[src/sv/sme_pkg.sv]
// ---------------------------------------------------------------------------
// Skyline merge engine package
// Sizes, payload types and helpers shared by the engine files.
// ---------------------------------------------------------------------------
package sme_pkg;

    localparam int MAX_BUILDINGS = 16;
    localparam int BLD_IDX_W     = $clog2(MAX_BUILDINGS);
    localparam int BLD_CNT_W     = $clog2(MAX_BUILDINGS + 1);
    localparam int STRIP_CAP     = 2 * MAX_BUILDINGS;
    localparam int STRIP_AW      = $clog2(STRIP_CAP);
    localparam int LEN_W         = $clog2(STRIP_CAP + 1);
    localparam int COORD_W       = 16;
    localparam int FSTK_D        = 16;
    localparam int FSTK_W        = $clog2(FSTK_D);

    typedef logic [COORD_W-1:0] t_coord;

    typedef struct packed {
        t_coord right;
        t_coord height;
        t_coord left;
    } t_bldg;

    typedef struct packed {
        t_coord height;
        t_coord x;
    } t_strip;

    typedef struct packed {
        logic             bank;
        logic [LEN_W-1:0] len;
    } t_seg;

endpackage

[src/sv/sme_bldg_if.sv]
// ---------------------------------------------------------------------------
// Building channel
// Valid/ready channel carrying one building per beat.
// ---------------------------------------------------------------------------
interface sme_bldg_if import sme_pkg::*; ();
    logic   valid;
    logic   ready;
    t_coord bldg_left;
    t_coord bldg_height;
    t_coord bldg_right;
    logic   final_bldg;

    modport source (output valid, bldg_left, bldg_height, bldg_right, final_bldg,
                    input ready);
    modport sink   (input valid, bldg_left, bldg_height, bldg_right, final_bldg,
                    output ready);
endinterface

[src/sv/sme_strip_if.sv]
// ---------------------------------------------------------------------------
// Strip channel
// Valid/ready channel carrying one skyline strip per beat.
// ---------------------------------------------------------------------------
interface sme_strip_if import sme_pkg::*; ();
    logic   valid;
    logic   ready;
    t_coord strip_x;
    t_coord strip_height;
    logic   final_strip;

    modport source (output valid, strip_x, strip_height, final_strip, input ready);
    modport sink   (input valid, strip_x, strip_height, final_strip, output ready);
endinterface

[src/sv/sme_ram.sv]
// ---------------------------------------------------------------------------
// Generic RAM
// One write port, one read port, registered read data.
// ---------------------------------------------------------------------------
module sme_ram #(
    parameter int WIDTH = 32,
    parameter int DEPTH = 32
) (
    input  logic                     i_clk,
    input  logic                     i_we,
    input  logic [$clog2(DEPTH)-1:0] i_waddr,
    input  logic [WIDTH-1:0]         i_wdata,
    input  logic [$clog2(DEPTH)-1:0] i_raddr,
    output logic [WIDTH-1:0]         o_rdata
);
    logic [WIDTH-1:0] r_mem [DEPTH];

    always_ff @(posedge i_clk) begin
        if (i_we) begin
            r_mem[i_waddr] <= i_wdata;
        end
        o_rdata <= r_mem[i_raddr];
    end
endmodule

[src/sv/skyline_merge_engine.sv]
// ---------------------------------------------------------------------------
// Skyline merge engine
// Loads buildings, merges their skylines along a halving tree, emits strips.
//
//   channel   dir  payload                                   beat
//   i_bldg    in   bldg_left, bldg_height, bldg_right, final  one building
//   o_strip   out  strip_x, strip_height, final_strip         one strip
//
// Loading accepts one building per cycle. After the final building, each leaf
// writes its strips, each merge loads strips one at a time through the one
// read port of each bank, and each output strip is held until o_strip
// takes it. No input beat is taken while a set is merged or emitted.
// Reset needs no clearing pass.
// ---------------------------------------------------------------------------
module skyline_merge_engine import sme_pkg::*; (
    input  logic        i_clk,
    input  logic        i_rst_n,
    sme_bldg_if.sink    i_bldg,
    sme_strip_if.source o_strip
);
    localparam logic [4:0] S_IDLE   = 5'd0;
    localparam logic [4:0] S_NODE   = 5'd1;
    localparam logic [4:0] S_LF_RD  = 5'd2;
    localparam logic [4:0] S_LF_W1  = 5'd3;
    localparam logic [4:0] S_LF_W2  = 5'd4;
    localparam logic [4:0] S_MG_L1  = 5'd5;
    localparam logic [4:0] S_MG_L2  = 5'd6;
    localparam logic [4:0] S_MG_L3  = 5'd7;
    localparam logic [4:0] S_FILL   = 5'd8;
    localparam logic [4:0] S_LDA    = 5'd9;
    localparam logic [4:0] S_LDB    = 5'd10;
    localparam logic [4:0] S_PUT    = 5'd11;
    localparam logic [4:0] S_OUT_L1 = 5'd12;
    localparam logic [4:0] S_OUT_L2 = 5'd13;
    localparam logic [4:0] S_OUT_RD = 5'd14;
    localparam logic [4:0] S_OUT_LD = 5'd15;
    localparam logic [4:0] S_OUT_WT = 5'd16;

    logic [4:0]           r_state;
    logic [BLD_CNT_W-1:0] r_cnt;

    // range frames of the tree walk
    logic [BLD_IDX_W-1:0] r_fs_lo [FSTK_D];
    logic [BLD_IDX_W-1:0] r_fs_hi [FSTK_D];
    logic                 r_fs_ph [FSTK_D];
    logic [FSTK_W-1:0]    r_sp;

    logic [BLD_IDX_W-1:0] r_lo;
    logic [BLD_IDX_W-1:0] r_mid;
    t_bldg                r_bld;

    logic [LEN_W-1:0]     r_na, r_nb, r_i, r_j, r_n;
    logic                 r_pa, r_pb;
    logic                 r_a_ok, r_b_ok;
    t_strip               r_a, r_b;
    t_coord               r_h1, r_h2;
    t_coord               r_last_x, r_last_h;

    logic [LEN_W-1:0]     r_tot, r_k;
    logic                 r_obank;
    logic                 r_o_valid;
    t_strip               r_o_strip;
    logic                 r_o_final;

    // memory ports
    logic                 bld_we;
    logic [BLD_IDX_W-1:0] bld_waddr, bld_raddr;
    t_bldg                bld_wdata, bld_rdata;
    logic                 sa_we, sb_we;
    logic [STRIP_AW-1:0]  st_waddr, st_raddr;
    t_strip               st_wdata, sa_rdata, sb_rdata;
    logic                 seg_we;
    logic [BLD_IDX_W-1:0] seg_waddr, seg_raddr;
    t_seg                 seg_wdata, seg_rdata;

    logic                 in_acc;
    logic [FSTK_W-1:0]    top;
    logic [BLD_IDX_W-1:0] t_lo_w, t_hi_w, t_mid_w;
    logic [BLD_IDX_W:0]   lohi_sum;
    logic [STRIP_AW-1:0]  a_base, b_base;
    logic                 leaf2;

    // merge step decode
    logic                 put_req, put_done, put_take_a, put_take_b;
    t_coord               put_x, put_h;
    logic                 put_skip, put_fold;
    t_coord               fold_h;
    logic [LEN_W-1:0]     put_addr;

    assign in_acc   = i_bldg.valid && i_bldg.ready;
    assign top      = r_sp - 1'b1;
    assign t_lo_w   = r_fs_lo[top];
    assign t_hi_w   = r_fs_hi[top];
    assign lohi_sum = {1'b0, t_lo_w} + {1'b0, t_hi_w};
    assign t_mid_w  = lohi_sum[BLD_IDX_W:1];
    assign a_base   = {r_lo, 1'b0};
    assign b_base   = {r_mid + 1'b1, 1'b0};
    assign leaf2    = (r_bld.height != '0) && (r_bld.right != r_bld.left);

    always_comb begin
        put_take_a = 1'b0;
        put_take_b = 1'b0;
        put_x      = r_a.x;
        put_h      = r_a.height;
        if (r_a_ok && r_b_ok) begin
            if (r_a.x < r_b.x) begin
                put_take_a = 1'b1;
                put_x      = r_a.x;
                put_h      = (r_a.height > r_h2) ? r_a.height : r_h2;
            end else begin
                put_take_b = 1'b1;
                put_x      = r_b.x;
                put_h      = (r_h1 > r_b.height) ? r_h1 : r_b.height;
            end
        end else if (r_a_ok) begin
            put_take_a = 1'b1;
        end else if (r_b_ok) begin
            put_take_b = 1'b1;
            put_x      = r_b.x;
            put_h      = r_b.height;
        end
        put_req  = put_take_a || put_take_b;
        put_done = !put_req;
        put_skip = (r_n != '0) && (r_last_h == put_h);
        put_fold = (r_n != '0) && !put_skip && (r_last_x == put_x);
        fold_h   = (put_h > r_last_h) ? put_h : r_last_h;
        put_addr = {1'b0, a_base} + (put_fold ? r_n - 1'b1 : r_n);
    end

    always_comb begin
        bld_we    = in_acc && (r_cnt < BLD_CNT_W'(MAX_BUILDINGS));
        bld_waddr = r_cnt[BLD_IDX_W-1:0];
        bld_wdata = '{right: i_bldg.bldg_right, height: i_bldg.bldg_height,
                      left: i_bldg.bldg_left};
        bld_raddr = r_lo;

        sa_we     = 1'b0;
        sb_we     = 1'b0;
        st_waddr  = a_base;
        st_wdata  = '{height: r_bld.height, x: r_bld.left};
        st_raddr  = r_k[STRIP_AW-1:0];
        seg_we    = 1'b0;
        seg_waddr = r_lo;
        seg_wdata = '{bank: 1'b0, len: leaf2 ? LEN_W'(2) : LEN_W'(1)};
        seg_raddr = r_lo;

        case (r_state)
            S_LF_W1: begin
                // building word arrives this cycle, write the rising strip from it
                sa_we    = 1'b1;
                st_wdata = '{height: bld_rdata.height, x: bld_rdata.left};
            end
            S_LF_W2: begin
                sa_we    = leaf2;
                st_waddr = a_base + 1'b1;
                st_wdata = '{height: '0, x: r_bld.right};
                seg_we   = 1'b1;
            end
            S_MG_L2: begin
                seg_raddr = r_mid + 1'b1;
            end
            S_FILL: begin
                if (r_i < r_na && !r_a_ok) begin
                    st_raddr = a_base + r_i[STRIP_AW-1:0];
                end else begin
                    st_raddr = b_base + r_j[STRIP_AW-1:0];
                end
            end
            S_PUT: begin
                st_waddr = put_addr[STRIP_AW-1:0];
                if (put_fold) begin
                    st_wdata = '{height: fold_h, x: r_last_x};
                end else begin
                    st_wdata = '{height: put_h, x: put_x};
                end
                if (put_req && !put_skip) begin
                    sa_we = r_pa;
                    sb_we = !r_pa;
                end
                seg_we    = put_done;
                seg_wdata = '{bank: !r_pa, len: r_n};
            end
            S_OUT_L1: begin
                seg_raddr = '0;
            end
            default: begin
            end
        endcase
    end

    always_ff @(posedge i_clk) begin
        if (!i_rst_n) begin
            r_state   <= S_IDLE;
            r_cnt     <= '0;
            r_sp      <= '0;
            r_o_valid <= 1'b0;
        end else begin
            case (r_state)
                S_IDLE: begin
                    if (in_acc) begin
                        if (i_bldg.final_bldg) begin
                            r_fs_lo[0] <= '0;
                            r_fs_hi[0] <= bld_we ? r_cnt[BLD_IDX_W-1:0]
                                                 : BLD_IDX_W'(MAX_BUILDINGS - 1);
                            r_fs_ph[0] <= 1'b0;
                            r_sp       <= FSTK_W'(1);
                            r_cnt      <= '0;
                            r_state    <= S_NODE;
                        end else if (bld_we) begin
                            r_cnt <= r_cnt + 1'b1;
                        end
                    end
                end
                S_NODE: begin
                    if (r_sp == '0) begin
                        r_state <= S_OUT_L1;
                    end else if (t_lo_w >= t_hi_w) begin
                        r_lo    <= t_lo_w;
                        r_sp    <= top;
                        r_state <= S_LF_RD;
                    end else if (!r_fs_ph[top]) begin
                        // push right half below left half so the left runs first
                        r_fs_ph[top]      <= 1'b1;
                        r_fs_lo[r_sp]     <= t_mid_w + 1'b1;
                        r_fs_hi[r_sp]     <= t_hi_w;
                        r_fs_ph[r_sp]     <= 1'b0;
                        r_fs_lo[r_sp + 1'b1] <= t_lo_w;
                        r_fs_hi[r_sp + 1'b1] <= t_mid_w;
                        r_fs_ph[r_sp + 1'b1] <= 1'b0;
                        r_sp              <= r_sp + 2'd2;
                    end else begin
                        r_lo    <= t_lo_w;
                        r_mid   <= t_mid_w;
                        r_sp    <= top;
                        r_state <= S_MG_L1;
                    end
                end
                S_LF_RD: r_state <= S_LF_W1;
                S_LF_W1: begin
                    r_bld   <= bld_rdata;
                    r_state <= S_LF_W2;
                end
                S_LF_W2: r_state <= S_NODE;
                S_MG_L1: r_state <= S_MG_L2;
                S_MG_L2: begin
                    r_na    <= seg_rdata.len;
                    r_pa    <= seg_rdata.bank;
                    r_state <= S_MG_L3;
                end
                S_MG_L3: begin
                    r_nb     <= seg_rdata.len;
                    r_pb     <= seg_rdata.bank;
                    r_i      <= '0;
                    r_j      <= '0;
                    r_n      <= '0;
                    r_a_ok   <= 1'b0;
                    r_b_ok   <= 1'b0;
                    r_h1     <= '0;
                    r_h2     <= '0;
                    r_state  <= S_FILL;
                end
                S_FILL: begin
                    if (r_i < r_na && !r_a_ok) begin
                        r_state <= S_LDA;
                    end else if (r_j < r_nb && !r_b_ok) begin
                        r_state <= S_LDB;
                    end else begin
                        r_state <= S_PUT;
                    end
                end
                S_LDA: begin
                    r_a     <= r_pa ? sb_rdata : sa_rdata;
                    r_a_ok  <= 1'b1;
                    r_state <= S_FILL;
                end
                S_LDB: begin
                    r_b     <= r_pb ? sb_rdata : sa_rdata;
                    r_b_ok  <= 1'b1;
                    r_state <= S_FILL;
                end
                S_PUT: begin
                    if (put_done) begin
                        r_state <= S_NODE;
                    end else begin
                        if (r_a_ok && r_b_ok) begin
                            if (put_take_a) begin
                                r_h1 <= r_a.height;
                            end else begin
                                r_h2 <= r_b.height;
                            end
                        end
                        if (put_take_a) begin
                            r_i    <= r_i + 1'b1;
                            r_a_ok <= 1'b0;
                        end else begin
                            r_j    <= r_j + 1'b1;
                            r_b_ok <= 1'b0;
                        end
                        if (put_fold) begin
                            r_last_h <= fold_h;
                        end else if (!put_skip) begin
                            r_last_x <= put_x;
                            r_last_h <= put_h;
                            r_n      <= r_n + 1'b1;
                        end
                        r_state <= S_FILL;
                    end
                end
                S_OUT_L1: r_state <= S_OUT_L2;
                S_OUT_L2: begin
                    r_tot   <= seg_rdata.len;
                    r_obank <= seg_rdata.bank;
                    r_k     <= '0;
                    r_state <= S_OUT_RD;
                end
                S_OUT_RD: r_state <= S_OUT_LD;
                S_OUT_LD: begin
                    r_o_strip <= r_obank ? sb_rdata : sa_rdata;
                    r_o_final <= (r_k + 1'b1 == r_tot);
                    r_o_valid <= 1'b1;
                    r_state   <= S_OUT_WT;
                end
                S_OUT_WT: begin
                    if (o_strip.ready) begin
                        r_o_valid <= 1'b0;
                        if (r_o_final) begin
                            r_state <= S_IDLE;
                        end else begin
                            r_k     <= r_k + 1'b1;
                            r_state <= S_OUT_RD;
                        end
                    end
                end
                default: r_state <= S_IDLE;
            endcase
        end
    end

    assign i_bldg.ready         = (r_state == S_IDLE);
    assign o_strip.valid        = r_o_valid;
    assign o_strip.strip_x      = r_o_strip.x;
    assign o_strip.strip_height = r_o_strip.height;
    assign o_strip.final_strip  = r_o_final;

    sme_ram #(.WIDTH($bits(t_bldg)), .DEPTH(MAX_BUILDINGS)) u_bld_ram (
        .i_clk(i_clk), .i_we(bld_we), .i_waddr(bld_waddr), .i_wdata(bld_wdata),
        .i_raddr(bld_raddr), .o_rdata(bld_rdata)
    );

    sme_ram #(.WIDTH($bits(t_strip)), .DEPTH(STRIP_CAP)) u_bank_a (
        .i_clk(i_clk), .i_we(sa_we), .i_waddr(st_waddr), .i_wdata(st_wdata),
        .i_raddr(st_raddr), .o_rdata(sa_rdata)
    );

    sme_ram #(.WIDTH($bits(t_strip)), .DEPTH(STRIP_CAP)) u_bank_b (
        .i_clk(i_clk), .i_we(sb_we), .i_waddr(st_waddr), .i_wdata(st_wdata),
        .i_raddr(st_raddr), .o_rdata(sb_rdata)
    );

    sme_ram #(.WIDTH($bits(t_seg)), .DEPTH(MAX_BUILDINGS)) u_seg_ram (
        .i_clk(i_clk), .i_we(seg_we), .i_waddr(seg_waddr), .i_wdata(seg_wdata),
        .i_raddr(seg_raddr), .o_rdata(seg_rdata)
    );
endmodule

[src/flat_wrapper.sv]
// flat-port wrapper written by rule: the top's interface ports become plain ports
module skyline_merge_engine_flat import sme_pkg::*;
  (i_clk, i_rst_n, i_bldg_valid, i_bldg_bldg_left, i_bldg_bldg_height, i_bldg_bldg_right, i_bldg_final_bldg, i_bldg_ready, o_strip_valid, o_strip_strip_x, o_strip_strip_height, o_strip_final_strip, o_strip_ready);
  sme_bldg_if i_bldg_i ();
  sme_strip_if o_strip_i ();
  input  logic i_clk;
  input  logic i_rst_n;
  input wire logic [$bits(i_bldg_i.valid)-1:0] i_bldg_valid;
  input wire logic [$bits(i_bldg_i.bldg_left)-1:0] i_bldg_bldg_left;
  input wire logic [$bits(i_bldg_i.bldg_height)-1:0] i_bldg_bldg_height;
  input wire logic [$bits(i_bldg_i.bldg_right)-1:0] i_bldg_bldg_right;
  input wire logic [$bits(i_bldg_i.final_bldg)-1:0] i_bldg_final_bldg;
  output wire logic [$bits(i_bldg_i.ready)-1:0] i_bldg_ready;
  output wire logic [$bits(o_strip_i.valid)-1:0] o_strip_valid;
  output wire logic [$bits(o_strip_i.strip_x)-1:0] o_strip_strip_x;
  output wire logic [$bits(o_strip_i.strip_height)-1:0] o_strip_strip_height;
  output wire logic [$bits(o_strip_i.final_strip)-1:0] o_strip_final_strip;
  input wire logic [$bits(o_strip_i.ready)-1:0] o_strip_ready;
  assign i_bldg_i.valid = i_bldg_valid;
  assign i_bldg_i.bldg_left = i_bldg_bldg_left;
  assign i_bldg_i.bldg_height = i_bldg_bldg_height;
  assign i_bldg_i.bldg_right = i_bldg_bldg_right;
  assign i_bldg_i.final_bldg = i_bldg_final_bldg;
  assign i_bldg_ready = i_bldg_i.ready;
  assign o_strip_valid = o_strip_i.valid;
  assign o_strip_strip_x = o_strip_i.strip_x;
  assign o_strip_strip_height = o_strip_i.strip_height;
  assign o_strip_final_strip = o_strip_i.final_strip;
  assign o_strip_i.ready = o_strip_ready;
  skyline_merge_engine u_core (.i_clk(i_clk), .i_rst_n(i_rst_n), .i_bldg(i_bldg_i), .o_strip(o_strip_i));
endmodule
[config.mk]
export PLATFORM = sky130hd
export DESIGN_NAME = skyline_merge_engine_flat
export DESIGN_NICKNAME = d
export VERILOG_FILES = /design/src/sv/sme_pkg.sv /design/src/sv/sme_bldg_if.sv /design/src/sv/sme_strip_if.sv /design/src/sv/sme_ram.sv /design/src/sv/skyline_merge_engine.sv /design/src/flat_wrapper.sv
export SDC_FILE = /design/constraint.sdc
export NUM_CORES = 2
export LEC_CHECK = 0
export BUFFER_PORTS_ARGS = -buffer_cell sky130_fd_sc_hd__buf_2
export CAP_MARGIN = 10
export CORE_MARGIN = 10
export CORE_UTILIZATION = 45
export CTS_CLUSTER_SIZE = 8
export DETAILED_ROUTE_END_ITERATION = 7
export REMOVE_ABC_BUFFERS = 1
export SYNTH_ARGS = -nofsm -noshare
export SYNTH_HDL_FRONTEND = slang
export SYNTH_HIERARCHICAL = 1
export SYNTH_SLANG_ARGS = --single-unit
[constraint.sdc]
create_clock -name i_clk -period 10.2 [get_ports i_clk]
set_input_delay 0.51 -clock i_clk [delete_from_list [all_inputs] [get_ports i_clk]]
set_output_delay 0.51 -clock i_clk [all_outputs]
set_load 0.02 [all_outputs]
==> metrics <==
most common cell after layout, fill and taps aside edfxtp_1; hold path startpoint i_rst_n; Worst Path Arrival 9840 ps; CP peak stage delay 1070 ps; Die H 575.1 um; drt drc 0; HPWL Detailed 232.1 mm; PortBufs 87; Design Power 0.03388 W; Die ar. 330700 sq um; row count 203; post-synthesis cell count 8012; # Post-CTS Setup Buffers 0; CP required 10800 ps; Setup TNS 0 ps; Critical R2R Launch u_core/r_a[11]; I/O Pins 88; reg2reg setup slack 960 ps; post-synth top area share 0.7190; CTS tree built; P_leak 56.40 nW; Critical R2R Capture u_core/u_bank_b/r_mem[16][9]; synthesized area 138600 sq um; number of global-route vias before repair 75443; Hold Vio Cnt, Final 0; fmax 0.1082 GHz; clk root buf clkbuf_16; Synth-to-Final Area Change 14.23%; Final period util 0.9063; Core Area 306300 sq um; Vias 76472; Relative slew margins 0.1376; RSZ-0062 raised after global routing no; Hold Crit Class in -> reg; clk sinks 3470; share of layout cells above drive strength 1 0.1536; Detailed Routing Iterations Pass 1 7; number of synthesized flops with an enable pin 3320; Power Dens Cells 213.9 nW/um^2; fin nets 8555; final setup vio count 0; Clock Skews 117.8 ps; Yosys warning count 6; Initial Util 0.4526; status complete, no violations; largest net degree at the start of global routing 147; syn_area_per_cell 17.31 sq um; depth of the worst register-to-register path 30; synthesized flop and latch total 3470; Setup CP Type reg -> reg; Worst path most repeated cell a21oi_1; Tmin final 9244 ps; Max H-tree Level 5; synth top area cells edfxtp_1 (72%), mux2i_1 (7.7%), mux4_2 (3.9%); Die W 575.1 um; CP Launch Type flip-flop; top_reg_cell synth edfxtp_1; initial antenna violation count 47; asr flop ratio synth 0; Avg WL per Cell 30.62 um; Hold EP u_core/r_sp[0]; GRT overflow 0; vias per cell 6.009; Slew Viols, Final 0; Worst Max-Slew Pin Slew 1290 ps; worst skew pair latency 1020 ps; family with the most delay on the worst path simple AND/OR/NAND/NOR gates; Clk pin slew, worst setup/hold paths 60 ps; first-pass GRT wire length 553.7 mm; Post-DRT Antenna Nets 0; Iteration-0 DRC Markers 9020; Distinct cells, synth 79; Worst Hold Path Cells 4; Max Buffers Root-to-Sink 4; Buf+Inv Stages, Crit Path 2; register area share after synthesis 0.7407; WL final 389.7 mm; area leader, netlist edfxtp_1; crit path capture type flip-flop; MaxCap Viol Count 0; commonest non-fill, non-tap cells in the layout edfxtp_1 (3320), mux2i_1 (1063), clkbuf_16 (476); CP Max Fanout 32; routability cong. 0.9010; CP max-delay cell nor4_4; GRT Total Usage 0.2270; CTS buffer count 472; peak supply drop 246.8 uV
==> through the flow <==
stage	cell area (sq um)	setup WS, ps	hold WS (ps)	cells	utilization
2_1_floorplan	136300	-100420	385.5	7566	-
3_3_place_gp	144600	1145	388.6	11962	0.4721
3_5_place_dp	144600	1084	388.7	11962	0.4721
4_1_cts	158300	1096	83.91	12707	0.5168
5_1_grt	158400	363.3	115.1	12716	0.5170
6_report	158400	955.8	135.8	12727	0.5171
==> synthesized netlist by cell type, drive strengths merged, types with 5 or more instances <==
library cell / count
nand3: 244
mux2: 97
o21ai: 186
a21boi: 5
mux2i: 1063
nand2: 485
nand2b: 21
xnor2: 48
or3b: 9
nor2: 207
buf: 232
and4: 8
a211oi: 5
a221o: 16
a221oi: 11
nor2b: 21
nand4: 18
o21a: 5
o22ai: 5
mux4: 260
ha: 107
clkbuf: 214
a21o: 24
nor3: 96
o221ai: 6
or3: 7
a22o: 146
xor2: 32
a31oi: 71
o31ai: 19
a222oi: 17
nor4: 13
inv: 117
a22oi: 325
dfxtp: 150
a21oi: 284
nand3b: 15
edfxtp: 3320
and2: 20
and3: 39
==> repair_timing <==
action	CTS	global route
hold buffers	51	0
resized for setup	0	0
hold endpoints to repair	773	0
==> layout make-up <==
cell class,instances,area (sq um)
clock inverter,26,551.8
timing repair buffer,351,2728
sequential,3470,102700
clock buffer,668,12630
inverter,117,439.2
fill,24563,147900
tap,4100,5130
antenna,16,40.04
multi-input combinational,3979,34160
==> tightest hold or removal path, cell delays in order <==
cell and delay [ps]:
buf_2 100, buf_4 230, o41ai_1 120, nor2_1 50
==> report_power, final <==
group | switching [W] | total [W] | internal (W)
registers | 0.000138 | 0.0161 | 0.0159
clock network | 0.00569 | 0.0141 | 0.00843
logic | 0.00259 | 0.00368 | 0.00109
==> worst max path at each step <==
stage | slack, ps | cells past startpoint | from | end
CTS | 1100 | 32 | u_core/r_a[11] | u_core/u_bank_b/r_mem[1][15]
global route | 360 | 30 | u_core/r_a[11] | u_core/u_bank_a/r_mem[29][19]
floorplan | -100420 | 13 | u_core/r_i[1] | u_core/u_bank_a/o_rdata[30]
finish | 960 | 30 | u_core/r_a[11] | u_core/u_bank_b/r_mem[16][9]
global placement | 1140 | 29 | u_core/r_a[1] | u_core/u_bank_b/r_mem[16][11]
detailed placement | 1080 | 29 | u_core/r_a[1] | u_core/u_bank_b/r_mem[16][4]
==> routing by layer <==
layer / GRT usage / share of wire / up-vias
li1: - / - / 32524
met1: 0.3194 / 0.41 / 39700
met2: 0.3604 / 0.47 / 3561
met3: 0.04357 / 0.085 / 667
met4: 0.06938 / 0.033 / 20
met5: 0 / 0.00035 / -
==> registers in the layout, indices dropped and copies added, names as in the netlist, 32 cells and up <==
name	count
u_core/u_bld_ram/o_rdata	48
u_core/u_bank_b/o_rdata	32
u_core/r_b	32
u_core/u_bank_a/r_mem	1024
u_core/u_bld_ram/r_mem	768
u_core/u_seg_ram/r_mem	112
u_core/r_a	32
u_core/u_bank_a/o_rdata	32
u_core/r_bld	48
u_core/r_fs_hi	64
u_core/r_fs_lo	64
u_core/u_bank_b/r_mem	1024
==> logic make-up after synthesis <==
logic type,after synthesis,synth area share
compound gates,1151,0.05601
xor+xnor,80,0.005054
fa+ha+maj,111,0.01023
buf+inv,563,0.02047
flops,3470,0.7407
mux,1420,0.1273
simple gates,1217,0.04021
Power figures use the tool's default switching activity.
